===== src/rtl/group_reverse_stream_macros.svh =====
// Assertion macros shared by the group reverse stream RTL.
`ifndef GROUP_REVERSE_STREAM_MACROS_SVH
`define GROUP_REVERSE_STREAM_MACROS_SVH

`ifndef SYNTH
`define GRS_ASSERT_IMPL(label, clk, rst_n, ante, cons) \
    label: assert property (@(posedge clk) disable iff (!(rst_n)) (ante) |-> (cons)) \
        else $error("group reverse stream: implication check failed");
`define GRS_ASSERT_NEXT(label, clk, rst_n, ante, cons) \
    label: assert property (@(posedge clk) disable iff (!(rst_n)) (ante) |=> (cons)) \
        else $error("group reverse stream: next-cycle check failed");
`else
`define GRS_ASSERT_IMPL(label, clk, rst_n, ante, cons)
`define GRS_ASSERT_NEXT(label, clk, rst_n, ante, cons)
`endif

`endif


===== src/rtl/grs_pkg.sv =====
// Types and constants of the group reverse stream block.
package grs_pkg;

    localparam int DATA_W = 32;
    localparam int CFG_W = 7;
    localparam logic [CFG_W-1:0] GROUP_SIZE_RESET = 7'd4;

    typedef enum logic [0:0] {
        ST_FILL,
        ST_DRAIN
    } grs_state_t;

endpackage


===== src/rtl/group_reverse_stream.sv =====
// Group reverse stream: reverses a list stream in groups of a configurable size.
// Output: after the request that completes a group is accepted, its first result
// passes through the read register rd_data_reg and the output register m_data_reg,
// then one result per cycle follows while m_tready is high, from the group memory.
// Requests are taken only while filling; no request is taken while draining.
// Reset: synchronous active-low aresetn empties the group and sets the size to 4.
`include "group_reverse_stream_macros.svh"

module group_reverse_stream #(
    parameter int MAX_GROUP = 64
) (
    input  logic                         aclk,
    input  logic                         aresetn,
    input  logic                         cfg_wr_en,
    input  logic [grs_pkg::CFG_W-1:0]    cfg_wr_data,
    input  logic                         s_tvalid,
    output logic                         s_tready,
    input  logic [grs_pkg::DATA_W-1:0]   s_tdata,   // [31:0] value
    input  logic                         s_tlast,   // list_end
    output logic                         m_tvalid,
    input  logic                         m_tready,
    output logic [grs_pkg::DATA_W-1:0]   m_tdata,   // [31:0] out_value
    output logic                         m_tlast,   // run_last
    output logic                         m_tuser    // [0] list_done
);

    import grs_pkg::*;

    localparam int CW = $clog2(MAX_GROUP + 1);
    localparam int AW = (MAX_GROUP > 1) ? $clog2(MAX_GROUP) : 1;

    logic [DATA_W-1:0] mem [MAX_GROUP];

    grs_state_t        state_reg, state_next;
    logic [CFG_W-1:0]  group_size_reg;
    logic [CW-1:0]     fill_count_reg, fill_count_next;
    logic [CW-1:0]     rd_ptr_reg, rd_ptr_next;
    logic              list_end_reg, list_end_next;
    logic              rd_valid_reg;
    logic              rd_last_reg, rd_done_reg;
    logic [DATA_W-1:0] rd_data_reg;
    logic              m_valid_reg;
    logic [DATA_W-1:0] m_data_reg;
    logic              m_last_reg, m_done_reg;

    logic [CFG_W-1:0]  eff_size;
    logic [CW-1:0]     push_count;
    logic              flush;
    logic              s_accept;
    logic              out_load;
    logic              rd_issue;
    logic [AW-1:0]     rd_addr;
    logic [AW-1:0]     wr_addr;

    always_comb begin
        if (group_size_reg == '0) begin
            eff_size = CFG_W'(1);
        end else if (32'(group_size_reg) > MAX_GROUP) begin
            eff_size = CFG_W'(MAX_GROUP);
        end else begin
            eff_size = group_size_reg;
        end
    end

    assign push_count = fill_count_reg + CW'(1);
    assign flush      = (32'(push_count) >= 32'(eff_size)) || s_tlast;
    assign s_accept   = s_tvalid && s_tready;
    assign out_load   = rd_valid_reg && (!m_valid_reg || m_tready);
    assign rd_addr    = AW'(rd_ptr_reg - CW'(1));
    assign wr_addr    = AW'(fill_count_reg);

    always_comb begin
        s_tready = 1'b0;
        rd_issue = 1'b0;
        unique case (state_reg)
            ST_FILL: begin
                s_tready = 1'b1;
            end
            ST_DRAIN: begin
                rd_issue = (rd_ptr_reg != '0) && (!rd_valid_reg || out_load);
            end
            default: begin
                s_tready = 1'b0;
            end
        endcase
    end

    always_comb begin
        state_next      = state_reg;
        fill_count_next = fill_count_reg;
        rd_ptr_next     = rd_ptr_reg;
        list_end_next   = list_end_reg;
        unique case (state_reg)
            ST_FILL: begin
                if (s_accept) begin
                    if (flush) begin
                        fill_count_next = '0;
                        rd_ptr_next     = push_count;
                        list_end_next   = s_tlast;
                        state_next      = ST_DRAIN;
                    end else begin
                        fill_count_next = push_count;
                    end
                end
            end
            ST_DRAIN: begin
                if (rd_issue) begin
                    rd_ptr_next = rd_ptr_reg - CW'(1);
                    if (rd_ptr_reg == CW'(1)) begin
                        state_next = ST_FILL;
                    end
                end
            end
            default: begin
                state_next = ST_FILL;
            end
        endcase
    end

    always_ff @(posedge aclk) begin
        if (s_accept) begin
            mem[wr_addr] <= s_tdata;
        end
        if (rd_issue) begin
            rd_data_reg <= mem[rd_addr];
        end
    end

    always_ff @(posedge aclk) begin
        if (!aresetn) begin
            state_reg      <= ST_FILL;
            group_size_reg <= GROUP_SIZE_RESET;
            fill_count_reg <= '0;
            rd_ptr_reg     <= '0;
            rd_valid_reg   <= 1'b0;
            m_valid_reg    <= 1'b0;
        end else begin
            state_reg      <= state_next;
            fill_count_reg <= fill_count_next;
            rd_ptr_reg     <= rd_ptr_next;
            if (cfg_wr_en) begin
                group_size_reg <= cfg_wr_data;
            end
            if (rd_issue) begin
                rd_valid_reg <= 1'b1;
            end else if (out_load) begin
                rd_valid_reg <= 1'b0;
            end
            if (out_load) begin
                m_valid_reg <= 1'b1;
            end else if (m_tready) begin
                m_valid_reg <= 1'b0;
            end
        end
    end

    always_ff @(posedge aclk) begin
        list_end_reg <= list_end_next;
        if (rd_issue) begin
            rd_last_reg <= (rd_ptr_reg == CW'(1));
            rd_done_reg <= (rd_ptr_reg == CW'(1)) && list_end_reg;
        end
        if (out_load) begin
            m_data_reg <= rd_data_reg;
            m_last_reg <= rd_last_reg;
            m_done_reg <= rd_done_reg;
        end
    end

    assign m_tvalid = m_valid_reg;
    assign m_tdata  = m_data_reg;
    assign m_tlast  = m_last_reg;
    assign m_tuser  = m_done_reg;

    `GRS_ASSERT_IMPL(a_fill_in_range, aclk, aresetn, s_tready, 32'(fill_count_reg) < MAX_GROUP)
    `GRS_ASSERT_IMPL(a_drain_empty, aclk, aresetn, state_reg == ST_DRAIN, fill_count_reg == '0)
    `GRS_ASSERT_NEXT(a_read_lands, aclk, aresetn, rd_issue, rd_valid_reg)
    `GRS_ASSERT_IMPL(a_done_is_last, aclk, aresetn, m_tvalid && m_tuser, m_tlast)

endmodule

===== config.mk =====
export PLATFORM = sky130hd
export DESIGN_NAME = group_reverse_stream
export DESIGN_NICKNAME = d
export VERILOG_FILES = /design/src/rtl/grs_pkg.sv /design/src/rtl/group_reverse_stream.sv
export VERILOG_INCLUDE_DIRS = /design/src /design/src/rtl
export SDC_FILE = /design/constraint.sdc
export NUM_CORES = 2
export LEC_CHECK = 0
export BUFFER_PORTS_ARGS = -buffer_cell sky130_fd_sc_hd__buf_2
export CAP_MARGIN = 20
export CORE_ASPECT_RATIO = 2
export CORE_MARGIN = 2
export CORE_UTILIZATION = 55
export DETAILED_ROUTE_END_ITERATION = 6
export HOLD_SLACK_MARGIN = 0.08
export PLACE_DENSITY = 0.81
export SYNTH_ARGS = -nofsm -noshare
export SYNTH_HDL_FRONTEND = slang
export SYNTH_SLANG_ARGS = --single-unit

===== constraint.sdc =====
create_clock -name aclk -period 11.2 [get_ports aclk]
set_input_delay 3.36 -clock aclk [delete_from_list [all_inputs] [get_ports aclk]]
set_output_delay 3.36 -clock aclk [all_outputs]
set_load 0.1 [all_outputs]

==> impl_results.md <==
- Largest net degree at the start of global routing: 130
- Int Pwr: 13.9 mW
- Cell area power density: 206 nW/um^2
- Top-level port count: 81
- Crit-path max FO: 19
- DR WL/cell: 37.4 um
- Die height: 548 um
- Reg power frac: 47.8%
- Initial Util: 55.5%
- Die width: 276 um
- Hold Startpoint: rd_data_reg[21]$_DFFE_PP_
- Post-CTS sizing: 0
- Top-area cell type share of the netlist area: 78.0%
- Core area: 147000 um^2
- Reg2reg start: rd_ptr_reg[0]$_SDFFE_PN0P_
- Final hold vios: 0
- Clock buffer depth: 4
- Clk sinks: 2141
- Final Wtd Congestion: 0.844
- Max FFs per register: 2048
- GRT Total Usage: 27.2%
- WL final: 205000 um
- Yosys reg bits: 2141
- Area Growth Syn to Fin: 11.6%
- Setup-failing EPs final: 0
- Peak supply drop: 0.172 mV
- FF-to-FF setup slack: 5.74 ns
- Htree depth: 4
- Final instance area: 90900 um^2
- Initial antenna violation count: 4
- Cell variety after synth: 41
- Failing checks: DRC
- CP startpoint kind: primary input
- Clock group share of total power: 33.7%
- Top FF cell, synth: edfxtp_1
- Switching fraction of total power: 25.7%
- HP Class: reg2reg
- Worst Path Arrival: 6.16 ns
- Syn_nets: 3324
- Register area share after synthesis: 78.6%
- Fin. max-slew vios: 0
- Yosys warnings: 0
- Initial DRC Count: 4935
- Worst-path clk slew: 0.07 ns
- Top post-synthesis cells by count: edfxtp_1, mux4_2, mux2i_1
- CP max stage delay: 0.84 ns
- Setup CP Type: in2reg
- Final core occ: 61.9%
- Ys async rst share: 0%
- NetSw: 4.81 mW
- CTS tree: yes
- Comb power frac: 18.5%
- Die ar.: 151000 um^2
- Syn Area/Cell: 24.9 um^2
- Post-Syn Area: 81500 um^2
- # port buffers: 80
- Layout cells sized above 1: 32.1%
- Dpl hpwl: 109000 um
- TritonRoute pass-1 iters: 7
- First-pass GRT wire length: 291000 um
- Vias in the first global route: 38771
- Post-synth EDFFs: 2117
- Pre-CTS setup slack: 4.76 ns
- DRC viols: 1
- Via density: 6.75
- Hold Buf Count CTS: 0
- Crit. End Element: register
- Crit path cell chain: buf_2 > nand2_1 > nor2_1 > nand3_1 > nor2_4 > buf_4
- Worst R2R End: rd_data_reg[7]$_DFFE_PP_
- Crit path required time: 11.65 ns
- Status: finished with violations
- Hold Path Cell Cnt: 0
- CTS root buf: clkbuf_16
- Slowest-stage cell, CP: nand3_1
- WHS Endpoint: m_tdata[21]$_DFFE_PP_
- Final min period: 5.71 ns
- Worst skew pair latency: 0.81 ns
- Row count: 199
- Nets: 3520
- Worst-Margin Slew: 1.19 ns
- Unrepaired setup endpoints after global routing: no
- Final period utilization: 51.0%
- TritonCTS buffer count: 171
- DR vias: 37099
- Post-Place Cell Area: 84900 um^2
- Fillers: 8974
- Post-route setup slack: 5.49 ns
- Global route overflow: 0
- Mapped Cells: 3268
- TNS Setup: 0 ns
- Leading area contributor after synthesis: edfxtp_1
- Rel. slew slack: 20.7%
- Static Leakage: 27.7 nW
- Layout Skew: 0.0332 ns
- Count leader, synth: edfxtp_1
- Max cap viols: 0
- Worst R2R Path Depth: 8
- DRT antenna net count: 0
- Setup Buffers After CTS: 0
- Synth top area cells: edfxtp_1, mux4_2, mux2i_1
- Fmax: 175 MHz
worst max-delay path by stage:
stage,from,to,cells past startpoint
CTS,rd_ptr_reg[0]$_SDFFE_PN0P_,rd_data_reg[7]$_DFFE_PP_,7
global placement,s_tvalid,fill_count_reg[5]$_SDFFE_PN0P_,7
floorplan,s_tvalid,mem[31][0]$_DFFE_PP_,5
global route,rd_ptr_reg[0]$_SDFFE_PN0P_,rd_data_reg[7]$_DFFE_PP_,8
detailed placement,s_tvalid,mem[13][6]$_DFFE_PP_,5
finish,s_tvalid,mem[27][10]$_DFFE_PP_,6
power groups by stage:
stage | logic, mW | registers, mW | clock network (mW)
finish | 3.46 | 8.93 | 6.30
global placement | 3.28 | 9.11 | 0
detailed placement | 3.35 | 9.11 | 0
CTS | 3.45 | 8.93 | 6.33
global route | 3.56 | 8.94 | 6.57
floorplan | 2.23 | 9.12 | 0
area by class of cell:
type	instances	area, um^2	share of cell area (%)
sequential	2141	64100	70.5
inverter	8	30.0	0.0330
clock buffer	197	4430	4.87
clock inverter	98	1220	1.34
tap	1909	2390	2.63
timing repair buffer	189	1650	1.81
antenna	2	5.00	0.00550
multi-input combinational	953	17100	18.9
routing by layer:
metal  share of wire (%)  up-vias  GRT usage, %
met3                 7.8      612          3.64
met1                  30    19533          30.1
met4                 7.3        4          16.6
met2                  55     2502          49.8
li1                    -    14448             -
met5               0.011        -             0
critical path: cells and delay by family:
kind          cells  cell delay, ns
buf+inv           2            0.56
simple gates      4            2.19
cells by family (layout without fill, tap and decap cells):
family          count (synthesis)  in the layout  share of synthesized area, %
buf+inv                       174            492                         0.991
other cells                     0              2                             0
flops                        2141           2141                          78.6
mux                           745            745                          19.0
simple gates                  153            153                         0.813
xor+xnor                       13             13                         0.140
compound gates                 31             31                         0.280
fa+ha+maj                      11             11                         0.169
placed cells by master (no fill, tap or decap), types with 12 or more instances in the layout:
| cell type | n |
|---|---|
| bufinv_16 | 27 |
| clkinv_2 | 26 |
| mux2i_1 | 105 |
| clkinv_1 | 26 |
| nor2_4 | 65 |
| clkbuf_1 | 23 |
| buf_2 | 80 |
| buf_12 | 32 |
| nor2b_1 | 12 |
| mux4_2 | 640 |
| clkbuf_16 | 173 |
| nand2_1 | 27 |
| edfxtp_1 | 2117 |
| nor2_1 | 24 |
| dfxtp_1 | 23 |
| buf_4 | 75 |
stage by stage:
step | hold WS [ns] | total power, mW | cells
detailed placement | 0.405 | 12.5 | 5180
global placement | 0.403 | 12.4 | 5172
finish | 0.421 | 18.7 | 5497
CTS | 0.422 | 18.7 | 5475
global route | 0.428 | 19.1 | 5496
floorplan | 0.400 | 11.3 | 3268
Power figures use the tool's default switching activity.
